**src/yrpc_pkg.sv**
```systemverilog
// Shared types, constants and saturation helper for the yaw rate controller.
package yrpc_pkg;

	localparam int CFG_IDX_W = 4;

	localparam logic [CFG_IDX_W-1:0] REG_REF_GAIN      = 4'd0;
	localparam logic [CFG_IDX_W-1:0] REG_REF_FILTER_IN = 4'd1;
	localparam logic [CFG_IDX_W-1:0] REG_FF_GAIN       = 4'd2;
	localparam logic [CFG_IDX_W-1:0] REG_MODEL_IN_GAIN = 4'd3;
	localparam logic [CFG_IDX_W-1:0] REG_INT_GAIN      = 4'd4;
	localparam logic [CFG_IDX_W-1:0] REG_PRED_SCALE    = 4'd5;
	localparam logic [CFG_IDX_W-1:0] REG_PRED_FAST_IN  = 4'd6;
	localparam logic [CFG_IDX_W-1:0] REG_PRED_DELAY_IN = 4'd7;

	localparam int DELAY_TAPS_DEF = 6;
	localparam logic signed [15:0] REF_POLE_DEF        = 16'sd3686;
	localparam logic signed [15:0] MODEL_POLE_DEF      = 16'sd3686;
	localparam logic signed [15:0] PRED_FAST_POLE_DEF  = 16'sd3686;
	localparam logic signed [15:0] PRED_DELAY_POLE_DEF = 16'sd3686;

	localparam logic signed [31:0] INT_LIMIT = 32'sd5120;
	localparam logic signed [31:0] OUT_LIMIT = 32'sd25600;

	typedef struct packed {
		logic signed [15:0] ref_gain;
		logic signed [15:0] ref_filter_in;
		logic signed [15:0] ff_gain;
		logic signed [15:0] model_in_gain;
		logic signed [15:0] int_gain;
		logic signed [15:0] pred_scale;
		logic signed [15:0] pred_fast_in;
		logic signed [15:0] pred_delay_in;
	} gains_t;

	typedef struct packed {
		logic               issue;
		logic signed [31:0] a;
		logic signed [15:0] g;
		logic signed [32:0] addend;
	} alu_req_t;

	typedef struct packed {
		logic busy;
		logic commit;
	} core_status_t;

	function automatic logic signed [31:0] sat_to32(input logic signed [35:0] v);
		if (v[35:31] == 5'b00000 || v[35:31] == 5'b11111)
			sat_to32 = v[31:0];
		else if (v[35])
			sat_to32 = 32'sh8000_0000;
		else
			sat_to32 = 32'sh7FFF_FFFF;
	endfunction

endpackage

```
**src/yrpc_alu.sv**
```systemverilog
// Shared multiply unit: Q24.8 x Q4.12 product, floor shift, saturate, add, saturate.
module yrpc_alu (
	input  logic               clk,
	input  yrpc_pkg::alu_req_t req,
	output logic signed [31:0] res
);
	import yrpc_pkg::*;

	logic signed [47:0] prod_s1;
	logic signed [32:0] add_s1;
	logic signed [31:0] prod_sat;
	logic signed [35:0] sum;

	always_ff @(posedge clk) begin
		if (req.issue) begin
			prod_s1 <= 48'(req.a) * 48'(req.g);
			add_s1  <= req.addend;
		end
	end

	// dropping the low 12 bits of a two's complement product floors it
	always_comb begin
		prod_sat = sat_to32(prod_s1[47:12]);
		sum      = 36'(prod_sat) + 36'(add_s1);
		res      = sat_to32(sum);
	end

endmodule

```
**src/yrpc_core.sv**
```systemverilog
// Sequencer and loop state: twelve multiply-accumulate steps per tick on the shared unit.
module yrpc_core #(
	parameter int                 DELAY_TAPS      = yrpc_pkg::DELAY_TAPS_DEF,
	parameter logic signed [15:0] REF_POLE        = yrpc_pkg::REF_POLE_DEF,
	parameter logic signed [15:0] MODEL_POLE      = yrpc_pkg::MODEL_POLE_DEF,
	parameter logic signed [15:0] PRED_FAST_POLE  = yrpc_pkg::PRED_FAST_POLE_DEF,
	parameter logic signed [15:0] PRED_DELAY_POLE = yrpc_pkg::PRED_DELAY_POLE_DEF
) (
	input  logic                   clk,
	input  logic                   arst_n,
	input  logic                   start,
	input  logic signed [15:0]     yaw,
	input  logic signed [15:0]     cmd,
	input  yrpc_pkg::gains_t       gains,
	input  logic                   out_free,
	output yrpc_pkg::core_status_t status,
	output logic signed [15:0]     turn
);
	import yrpc_pkg::*;

	typedef enum logic [1:0] {ST_IDLE, ST_ISSUE, ST_WB} state_t;

	typedef enum logic [3:0] {
		OP_R, OP_RF_IN, OP_RF_POLE, OP_FF, OP_MDL_IN, OP_MDL_POLE,
		OP_INT, OP_PRED_IN, OP_PF_IN, OP_PF_POLE, OP_PD_IN, OP_PD_POLE
	} op_t;

	state_t state_q;
	op_t    op_q;

	logic signed [15:0] yaw_q, cmd_q, turn_q;
	logic signed [31:0] rfs_q, model_q, integ_q, pfs_q, pds_q, pop_q;
	logic signed [31:0] r_q, tmp_q, ff_q, err_q, intout_q, pin_q;
	logic signed [31:0] ref_hist_q  [DELAY_TAPS];
	logic signed [31:0] pred_hist_q [DELAY_TAPS];

	alu_req_t           req;
	logic signed [31:0] res;
	logic signed [31:0] err_next, pop_next, turn_next;
	logic               commit;

	function automatic logic signed [31:0] clamp32(input logic signed [31:0] v,
	                                               input logic signed [31:0] lim);
		if (v > lim)
			clamp32 = lim;
		else if (v < -lim)
			clamp32 = -lim;
		else
			clamp32 = v;
	endfunction

	yrpc_alu u_alu (
		.clk (clk),
		.req (req),
		.res (res)
	);

	always_comb begin
		req.issue  = (state_q == ST_ISSUE);
		req.a      = '0;
		req.g      = '0;
		req.addend = '0;
		case (op_q)
			OP_R: begin
				req.a      = -(32'(cmd_q));
				req.g      = gains.ref_gain;
				req.addend = -(33'(rfs_q));
			end
			OP_RF_IN: begin
				req.a = r_q;
				req.g = gains.ref_filter_in;
			end
			OP_RF_POLE: begin
				req.a      = rfs_q;
				req.g      = REF_POLE;
				req.addend = 33'(tmp_q);
			end
			OP_FF: begin
				req.a = r_q;
				req.g = gains.ff_gain;
			end
			OP_MDL_IN: begin
				req.a = ref_hist_q[DELAY_TAPS-1];
				req.g = gains.model_in_gain;
			end
			OP_MDL_POLE: begin
				req.a      = model_q;
				req.g      = MODEL_POLE;
				req.addend = 33'(tmp_q);
			end
			OP_INT: begin
				req.a      = err_q;
				req.g      = gains.int_gain;
				req.addend = 33'(integ_q);
			end
			OP_PRED_IN: begin
				req.a = intout_q;
				req.g = gains.pred_scale;
			end
			OP_PF_IN: begin
				req.a = pin_q;
				req.g = gains.pred_fast_in;
			end
			OP_PF_POLE: begin
				req.a      = pfs_q;
				req.g      = PRED_FAST_POLE;
				req.addend = 33'(tmp_q);
			end
			OP_PD_IN: begin
				req.a = pred_hist_q[DELAY_TAPS-1];
				req.g = gains.pred_delay_in;
			end
			OP_PD_POLE: begin
				req.a      = pds_q;
				req.g      = PRED_DELAY_POLE;
				req.addend = 33'(tmp_q);
			end
			default: begin
				req.a = '0;
			end
		endcase
	end

	// model_q and pop_q still hold last tick's values when these are used
	always_comb begin
		err_next  = sat_to32(36'(model_q) + 36'(yaw_q) - 36'(pop_q));
		pop_next  = sat_to32(36'(pfs_q) - 36'(pds_q));
		turn_next = clamp32(sat_to32(36'(ff_q) + 36'(intout_q)), OUT_LIMIT);
	end

	assign commit = (state_q == ST_WB) && (op_q == OP_PD_POLE) && out_free;

	always_ff @(posedge clk or negedge arst_n) begin
		if (!arst_n) begin
			state_q  <= ST_IDLE;
			op_q     <= OP_R;
			yaw_q    <= '0;
			cmd_q    <= '0;
			turn_q   <= '0;
			rfs_q    <= '0;
			model_q  <= '0;
			integ_q  <= '0;
			pfs_q    <= '0;
			pds_q    <= '0;
			pop_q    <= '0;
			r_q      <= '0;
			tmp_q    <= '0;
			ff_q     <= '0;
			err_q    <= '0;
			intout_q <= '0;
			pin_q    <= '0;
			for (int i = 0; i < DELAY_TAPS; i++) begin
				ref_hist_q[i]  <= '0;
				pred_hist_q[i] <= '0;
			end
		end else begin
			case (state_q)
				ST_IDLE: begin
					if (start) begin
						yaw_q   <= yaw;
						cmd_q   <= cmd;
						op_q    <= OP_R;
						state_q <= ST_ISSUE;
					end
				end
				ST_ISSUE: begin
					state_q <= ST_WB;
				end
				ST_WB: begin
					case (op_q)
						OP_R:       r_q   <= res;
						OP_RF_IN:   tmp_q <= res;
						OP_RF_POLE: rfs_q <= res;
						OP_FF:      ff_q  <= res;
						OP_MDL_IN: begin
							tmp_q <= res;
							for (int i = DELAY_TAPS - 1; i > 0; i--)
								ref_hist_q[i] <= ref_hist_q[i-1];
							ref_hist_q[0] <= r_q;
						end
						OP_MDL_POLE: begin
							err_q    <= err_next;
							intout_q <= integ_q;
							model_q  <= res;
						end
						OP_INT: integ_q <= clamp32(res, INT_LIMIT);
						OP_PRED_IN: begin
							pin_q <= res;
							pop_q <= pop_next;
						end
						OP_PF_IN:   tmp_q <= res;
						OP_PF_POLE: pfs_q <= res;
						OP_PD_IN: begin
							tmp_q <= res;
							for (int i = DELAY_TAPS - 1; i > 0; i--)
								pred_hist_q[i] <= pred_hist_q[i-1];
							pred_hist_q[0] <= pin_q;
						end
						OP_PD_POLE: begin
							// hold here until the output register can take the beat
							if (out_free) begin
								pds_q  <= res;
								turn_q <= turn_next[15:0];
							end
						end
						default: tmp_q <= res;
					endcase
					if (op_q != OP_PD_POLE) begin
						op_q    <= op_t'(op_q + 4'd1);
						state_q <= ST_ISSUE;
					end else if (out_free) begin
						state_q <= ST_IDLE;
					end
				end
				default: state_q <= ST_IDLE;
			endcase
		end
	end

	assign status.busy   = (state_q != ST_IDLE);
	assign status.commit = commit;
	assign turn          = turn_q;

endmodule

```
**src/yaw_rate_predictive_controller_top.sv**
```systemverilog
// Top level of the yaw rate predictive controller: handshakes, gain registers, output beat.
// One tick of the controller is computed as twelve multiply-accumulate steps on a single
// shared 32x16 multiplier, each step an issue state (operand select and multiply) followed
// by a writeback state (shift, saturate and add back into the loop state). in_stall stays
// high until the result is committed, so inputs are not taken while a tick is running. The
// final step waits while a previous result still sits unread in the output register. Gain
// registers are written through cfg_valid/cfg_ready (ready is always high); the user must
// write them only while the block is idle, which the block itself does not enforce.
// Indexes 8 and above are ignored. All loop state is zero after reset.
module yaw_rate_predictive_controller_top #(
	parameter int                 DELAY_TAPS      = yrpc_pkg::DELAY_TAPS_DEF,
	parameter logic signed [15:0] REF_POLE        = yrpc_pkg::REF_POLE_DEF,
	parameter logic signed [15:0] MODEL_POLE      = yrpc_pkg::MODEL_POLE_DEF,
	parameter logic signed [15:0] PRED_FAST_POLE  = yrpc_pkg::PRED_FAST_POLE_DEF,
	parameter logic signed [15:0] PRED_DELAY_POLE = yrpc_pkg::PRED_DELAY_POLE_DEF
) (
	input  logic                           clk,
	input  logic                           arst_n,
	input  logic                           in_valid,
	output logic                           in_stall,
	input  logic signed [15:0]             yaw_rate,
	input  logic signed [15:0]             yaw_rate_target,
	output logic                           out_valid,
	input  logic                           out_stall,
	output logic signed [15:0]             turn_value,
	input  logic                           cfg_valid,
	output logic                           cfg_ready,
	input  logic [yrpc_pkg::CFG_IDX_W-1:0] cfg_index,
	input  logic [15:0]                    cfg_data
);
	import yrpc_pkg::*;

	gains_t       gains_q;
	core_status_t status;
	logic         out_valid_q;
	logic         out_free;
	logic         start;

	assign cfg_ready = 1'b1;
	assign start     = in_valid && !in_stall;
	assign out_free  = !out_valid_q || !out_stall;

	always_ff @(posedge clk or negedge arst_n) begin
		if (!arst_n) begin
			gains_q <= '0;
		end else if (cfg_valid && cfg_ready) begin
			case (cfg_index)
				REG_REF_GAIN:      gains_q.ref_gain      <= cfg_data;
				REG_REF_FILTER_IN: gains_q.ref_filter_in <= cfg_data;
				REG_FF_GAIN:       gains_q.ff_gain       <= cfg_data;
				REG_MODEL_IN_GAIN: gains_q.model_in_gain <= cfg_data;
				REG_INT_GAIN:      gains_q.int_gain      <= cfg_data;
				REG_PRED_SCALE:    gains_q.pred_scale    <= cfg_data;
				REG_PRED_FAST_IN:  gains_q.pred_fast_in  <= cfg_data;
				REG_PRED_DELAY_IN: gains_q.pred_delay_in <= cfg_data;
				default:           gains_q <= gains_q;
			endcase
		end
	end

	always_ff @(posedge clk or negedge arst_n) begin
		if (!arst_n) begin
			out_valid_q <= 1'b0;
		end else if (status.commit) begin
			out_valid_q <= 1'b1;
		end else if (!out_stall) begin
			out_valid_q <= 1'b0;
		end
	end

	yrpc_core #(
		.DELAY_TAPS      (DELAY_TAPS),
		.REF_POLE        (REF_POLE),
		.MODEL_POLE      (MODEL_POLE),
		.PRED_FAST_POLE  (PRED_FAST_POLE),
		.PRED_DELAY_POLE (PRED_DELAY_POLE)
	) u_core (
		.clk      (clk),
		.arst_n   (arst_n),
		.start    (start),
		.yaw      (yaw_rate),
		.cmd      (yaw_rate_target),
		.gains    (gains_q),
		.out_free (out_free),
		.status   (status),
		.turn     (turn_value)
	);

	assign in_stall  = status.busy;
	assign out_valid = out_valid_q;

endmodule

```
**config.mk**
```make
export PLATFORM = sky130hd
export DESIGN_NAME = yaw_rate_predictive_controller_top
export DESIGN_NICKNAME = d
export VERILOG_FILES = /design/src/yrpc_pkg.sv /design/src/yrpc_alu.sv /design/src/yrpc_core.sv /design/src/yaw_rate_predictive_controller_top.sv
export SDC_FILE = /design/constraint.sdc
export NUM_CORES = 2
export LEC_CHECK = 0
export BUFFER_PORTS_ARGS = -buffer_cell sky130_fd_sc_hd__buf_2
export CAP_MARGIN = 20
export CORE_ASPECT_RATIO = 0.75
export CORE_MARGIN = 4
export CORE_UTILIZATION = 55
export DETAILED_ROUTE_END_ITERATION = 12
export PLACE_DENSITY = 0.7
export SLEW_MARGIN = 20
export SYNTH_ARGS = -nofsm -noshare
export SYNTH_HDL_FRONTEND = slang
export SYNTH_SLANG_ARGS = --single-unit
```
**constraint.sdc**
```tcl
create_clock -name clk -period 17.65 [get_ports clk]
set_input_delay 1.765 -clock clk [delete_from_list [all_inputs] [get_ports clk]]
set_output_delay 1.765 -clock clk [all_outputs]
set_load 0.005 [all_outputs]
```
### Word-level counts from Yosys, hierarchy flattened

Cells that the tools add are included.

| operators by class | value |
|---|---|
| magnitude comparators | 4 |
| multiply operators | 1 |
| bitwise logic cells | 1 |
| divide/modulo/power cells | 0 |
| equality and inequality tests | 30 |
| shift operators | 0 |
| reductions and logical operators | 47 |
| $add $sub $neg | 8 |
| muxes and demuxes | 26 |

Operators with widths:

| cell | number |
|---|---|
| $mux 32 | 12 |
| $pmux 32 s11 | 1 |
| $pmux 16 s9 | 1 |
| $pmux 33 s3 | 1 |
| $mul 32x16->48 | 1 |
| $reduce_and 2->1 | 20 |
| $add 32x33->34 | 1 |
| $sub 33x32->34 | 1 |
| $add 32x16->33 | 1 |
| $add 32x32->33 | 1 |
| $neg 32->33 | 1 |
| $sub 32x32->33 | 1 |
| $eq 4x3->1 const B | 8 |
| $gt 32x14->1 const B | 1 |
| $gt 32x16->1 const B | 1 |
| $lt 32x14->1 const B | 1 |
| $lt 32x16->1 const B | 1 |
| $mux 16 | 2 |
| $neg 16->32 | 1 |
| $eq 5x5->1 const B | 5 |
| $logic_not 5->1 | 5 |
| $eq 4x2->1 const B | 4 |
| $eq 4x4->1 const B | 4 |
| $eq 4x1->1 const B | 2 |
| 23 further kinds | 40 |

| word-level totals | value |
|---|---|
| output and inout port bits | 19 |
| bits of input ports | 57 |
| bits in latches | 0 |
| word-level logic and storage cells | 157 |
| bits in registers | 1,032 |
| memories kept | 0 |
| RAM bits | 0 |
| memory bits (read-only) | 0 |

### Longest topological paths before layout

| depth | value |
|---|---|
| depth after elaboration | 10 |
| depth in mapped cells | 37 |
| gate-level depth less buffers | 33 |

### Cells and area by module

From an unflattened synthesis, not the netlist that was laid out.

| second synthesis, totals | value |
|---|---|
| cell total of the unflattened synthesis | 6,556 |
| area total of the unflattened synthesis | 69,027.5 um^2 |

By module, submodules not included:

| module | cells an instance | instances | area each (um^2) | sequential area each (um^2) |
|---|---|---|---|---|
| yrpc_core | 3,868 | 1 | 41,836.4 | 20,569.7 |
| yrpc_alu | 2,402 | 1 | 22,243.8 | 2,072.0 |
| yaw_rate_predictive_controller_top | 286 | 1 | 4,947.2 | 3,228.1 |

### Worst setup path before layout

Ideal clock, no wire load.

| timing path | value |
|---|---|
| kind | reg2reg |
| start | reg u_core.cmd_q[4] |
| end | reg u_core.u_alu.prod_s1[47], data pin |
| period minus slack after synthesis | 8.572 ns |
| path slack | 9.078 ns |
| buffers on the path | 1 |
| stages on the path, launching flop included | 30 |
| setup time | 0.264 ns |
| data required time | 17.386 ns |
| arrival | 8.307 ns |
| path through | dfrtp_1 -> or4_1 -> nor4_1 -> a21boi_0 -> clkbuf_1 -> nor4_1 -> nor2_1 -> fa_1 -> inv_1 -> fa_1 -> fa_1 -> inv_1 -> fa_1 -> fa_1 -> inv_1 -> fa_1 -> inv_1 -> ha_1 -> a21o_1 -> a21o_1 -> a21oi_1 -> o21ai_0 -> a221oi_1 -> nor2_1 -> a211oi_1 -> o31a_2 -> o21ai_2 -> and4_1 -> a2111oi_2 -> xnor2_1 |

| between the ends | value |
|---|---|
| longest elaborated chain between the ends | 3 |

Ends and longest elaborated chain:

| what | RTL line | source |
|---|---|---|
| start: declaration | yrpc_core.sv:31 | `logic signed [15:0] yaw_q, cmd_q, turn_q;` |
| start signal: assignment | yrpc_core.sv:161 | `cmd_q <= cmd;` |
| $neg 16->32 | yrpc_core.sv:65 | `req.a = -(32'(cmd_q));` |
| $pmux 32 s11 | yrpc_core.sv:63 | `case (op_q)` |
| $mul 32x16->48 | yrpc_alu.sv:16 | `prod_s1 <= 48'(req.a) * 48'(req.g);` |
| end signal: assignment | yrpc_alu.sv:16 |  |
| end: declaration | yrpc_alu.sv:9 | `logic signed [47:0] prod_s1;` |

Every way passes these cells.
A chain may end at the register's enable or synchronous reset.

### Worst setup path in the final report

| timing path | value |
|---|---|
| start | reg u_core.op_q[3] |
| end | reg u_core.u_alu.prod_s1[47], data pin |

| between the ends | value |
|---|---|
| longest elaborated chain between the ends | 4 |
| elaborated cells between the ends (all ways) | 17 |
| those cells by class | 1 x mul; 11 x eq/ne; 2 x mux; 3 x reduce/logical |

Ends and longest elaborated chain:

| what | RTL line | source |
|---|---|---|
| start: declaration | yrpc_core.sv:29 | `op_t op_q;` |
| start signal: assignment | yrpc_core.sv:209 | `op_q <= op_t'(op_q + 4'd1);` |
| $eq 4x2->1, or another cell as far along | yrpc_core.sv:63 |  |
| $reduce_or 4->1 (no line) / $reduce_or 2->1 (equally long branches) | n/a |  |
| $pmux 16 s9 / $pmux 32 s11 (equally long branches) | yrpc_core.sv:63 |  |
| $mul 32x16->48 (*) | yrpc_alu.sv:16 |  |

Every way passes the cells marked *; elsewhere a longest branch is shown, timed or not.

==> metrics.txt <==
hold_buf cts=0; Synth area leaders=dfrtp_1 (35%), fa_1 (15%), mux2_2 (8.9%); CTS Sinks=1020; RSZ-0062 raised after global routing=no; CP Max Fanout=24; Synth Warn #=0; status=finished clean; WS Path Type=reg2reg; Final nets=7358; most used routing layer=met1; Clock Path Buffers=3; Die X=412 um; gr ovfl total=0; Reg clk slew, reported paths=70 ps; skew final=66.1 ps; mapped cell area=67400 um2; Initial DRC Count=6346; Yosys top cell by area=dfrtp_1; register bit total from synthesis=1020; grt met1 use=0.477; maximum clock rate=94.0 MHz; I/O Buffers=74; post-DP HPWL=155 mm; Final Setup Violations=0; hold slack=467 ps; Hold Path Class=reg2reg; Core Box Area=121000 um2; cell row count=110; Tmin final=10640 ps; Total Routing Usage GR=0.325; WP data arrival=11120 ps; slowest CP cell=dfrtp_1; largest net degree at the start of global routing=187; CP Capture Type=register; Final Cycle Share=0.603; Inserted Clock Buffers=100; EDFF count, synth=69; Avg WL per Cell=25.1 um; synth unique cells=101; post-CTS setup buffer count=0; DRC errors left=0; starting density of the core=0.558; Max Cap Violations=0; critical path required time=18120 ps; Worst setup SP type=register; First-pass DRT Iterations=7; synthesis-to-layout area growth=8.36%; first-pass GRT wire length=316 mm; Synth top area share=0.353; Slew HR=0.154; grt met2 use=0.451; initial antenna violation count=12; Die H=311 um; I/O Pins=76; register area share after synthesis=0.384; slew at the pin with the worst max-slew slack=1260 ps; Skew-Pair Late Insertion Delay=760 ps; H-tree levels=3; CTS tree=done; Detail Route Antenna Nets=0; layout cells sized above 1=0.148; Vias per Instance=6.16; Root Driver=clkbuf_16; Setup TNS=0 ps; PostCTS Resize Cnt=0; die area=128000 um2; total wire length=207 mm; Post-synth top flop=dfrtp_1; Avg Inst Size Synth=10.2 um2; vias in the first global route=50200; synthesized netlist cell count=6578; final hold viol count=0; Syn Nets=7407; crit-path most repeated cell=fa_1; via count=50700; GPL Wtd Cong=0.986; CP peak stage delay=930 ps; max-slew violations=0; ys async rst share=0.932; GR Util met3=0.101
==> routing by layer <==
layer	routed length [um]	share of wire
met1	88000	0.43
met2	84200	0.41
met3	25300	0.12
met4	9380	0.045
met5	34	0.00016
==> metrics by stage <==
| step | util | setup WS (ps) | instances | instance area (um2) |
|---|---|---|---|---|
| 6_report | 0.604 | 7010 | 8237 | 73000 |
| 3_3_place_gp | 0.575 | 7580 | 8046 | 69500 |
| 5_1_grt | 0.604 | 6750 | 8232 | 73000 |
| 4_1_cts | 0.604 | 7290 | 8229 | 73000 |
| 2_1_floorplan | - | 9080 | 6578 | 67400 |
| 3_5_place_dp | 0.576 | 7340 | 8048 | 69600 |
==> critical path: cells and delay by family, from the launching register on <==
kind | cells | cell delay, ps
DFF | 1 | 930
and+or+nand+nor | 7 | 2650
adders and majority gates | 7 | 3360
AOI/OAI and AO/OA | 9 | 2550
xor gates and xnor gates | 1 | 90
buffers and inverters | 6 | 760
==> path summary, 6_finish.rpt <==
check | from | slack, ps | depth (start not counted) | end
max in group asynchronous | arst_n | 13570 | 4 | gains_q[110]$_DFFE_PN0P_
worst max register to register | u_core.op_q[3]$_DFFE_PN0P_ | 7010 | 30 | u_core.u_alu.prod_s1[47]$_DFFE_PN_
worst max-delay path | u_core.op_q[3]$_DFFE_PN0P_ | 7010 | 30 | u_core.u_alu.prod_s1[47]$_DFFE_PN_
worst min-delay path | u_core.integ_q[24]$_DFFE_PN0P_ | 470 | 2 | u_core.intout_q[24]$_DFFE_PN0P_
worst min register to register | u_core.integ_q[24]$_DFFE_PN0P_ | 470 | 2 | u_core.intout_q[24]$_DFFE_PN0P_
min in group asynchronous | arst_n | 1040 | 1 | u_core.turn[8]$_DFFE_PN0P_
==> synth_stat cells, types with 11 or more instances <==
cell / n
o31ai_1: 28
o21bai_1: 16
ha_1: 251
o21a_1: 24
maj3_1: 13
inv_1: 770
xnor2_1: 122
dfrtp_1: 951
o21ai_0: 410
a22o_1: 38
nor2_1: 461
buf_1: 11
and2_1: 25
a211oi_1: 35
and3_1: 46
nand2_1: 795
nor4_1: 14
fa_1: 521
nand4_1: 34
a211o_1: 13
a221oi_1: 25
a222oi_1: 45
o21ai_1: 19
clkbuf_1: 306
nand3_1: 58
edfxtp_1: 69
o211ai_1: 16
a221o_1: 34
mux2_2: 532
o21ai_2: 13
nor2b_1: 41
a21o_1: 104
buf_2: 16
or2_2: 12
a21oi_1: 175
and4_1: 24
or3_1: 25
a31oi_1: 15
a22oi_1: 140
xor2_1: 59
nor3_1: 52
nand2b_1: 39
a21boi_0: 11
==> flip-flops by register name, indices dropped and copies added, names as in the netlist, 32 cells and up <==
register	cells
u_core.model_q	32
u_core.tmp_q	32
u_core.u_alu.add_s1	33
u_core.ff_q	32
gains_q	128
u_core.pds_q	32
u_core.pred_hist_q	192
u_core.pin_q	32
u_core.u_alu.prod_s1	36
u_core.intout_q	32
u_core.err_q	32
u_core.pop_q	32
u_core.pfs_q	32
u_core.ref_hist_q	192
u_core.rfs_q	32
u_core.r_q	32
u_core.integ_q	32
==> layout by cell type, fill, tap and decap left out, types with 24 or more instances in the layout <==
cell,instances
a221o_1,34
a222oi_1,45
o21ai_0,410
o31ai_1,28
nand2b_1,39
a211oi_1,35
mux2_2,532
edfxtp_1,69
nand3_1,56
clkbuf_1,28
nor2_1,453
ha_1,251
fa_1,521
and4_1,24
dfrtp_1,951
clkbuf_16,102
a221oi_1,24
and2_1,24
a22oi_1,140
inv_1,770
nor2b_1,40
nor3_1,50
nand2_1,789
xor2_1,59
buf_4,107
xnor2_1,122
and3_1,43
a21o_1,104
a21oi_1,166
a22o_1,38
o21a_1,24
buf_2,73
nand4_1,34
or3_1,25
==> cell families after synthesis <==
| group | count (synthesis) | share of synthesized area |
|---|---|---|
| buf+inv | 1107 | 0.0623 |
| flops | 1020 | 0.384 |
| simple gates | 1674 | 0.109 |
| xor+xnor | 181 | 0.0235 |
| mux | 542 | 0.0904 |
| other cells | 1 | 0.0000556 |
| compound gates | 1268 | 0.127 |
| fa+ha+maj | 785 | 0.203 |
==> area by class of cell <==
class / instances / area, um2
antenna: 5 / 12.5
clock buffer: 147 / 2890
clock inverter: 34 / 515
fill: 10100 / 47800
inverter: 770 / 2890
multi-input combinational: 4451 / 37600
sequential: 1020 / 25900
tap: 1624 / 2030
timing repair buffer: 186 / 1260
Power is left out: the tool's default activity adds up to more than one toggle a clock period on the data nets, which glitch-free logic cannot reach.
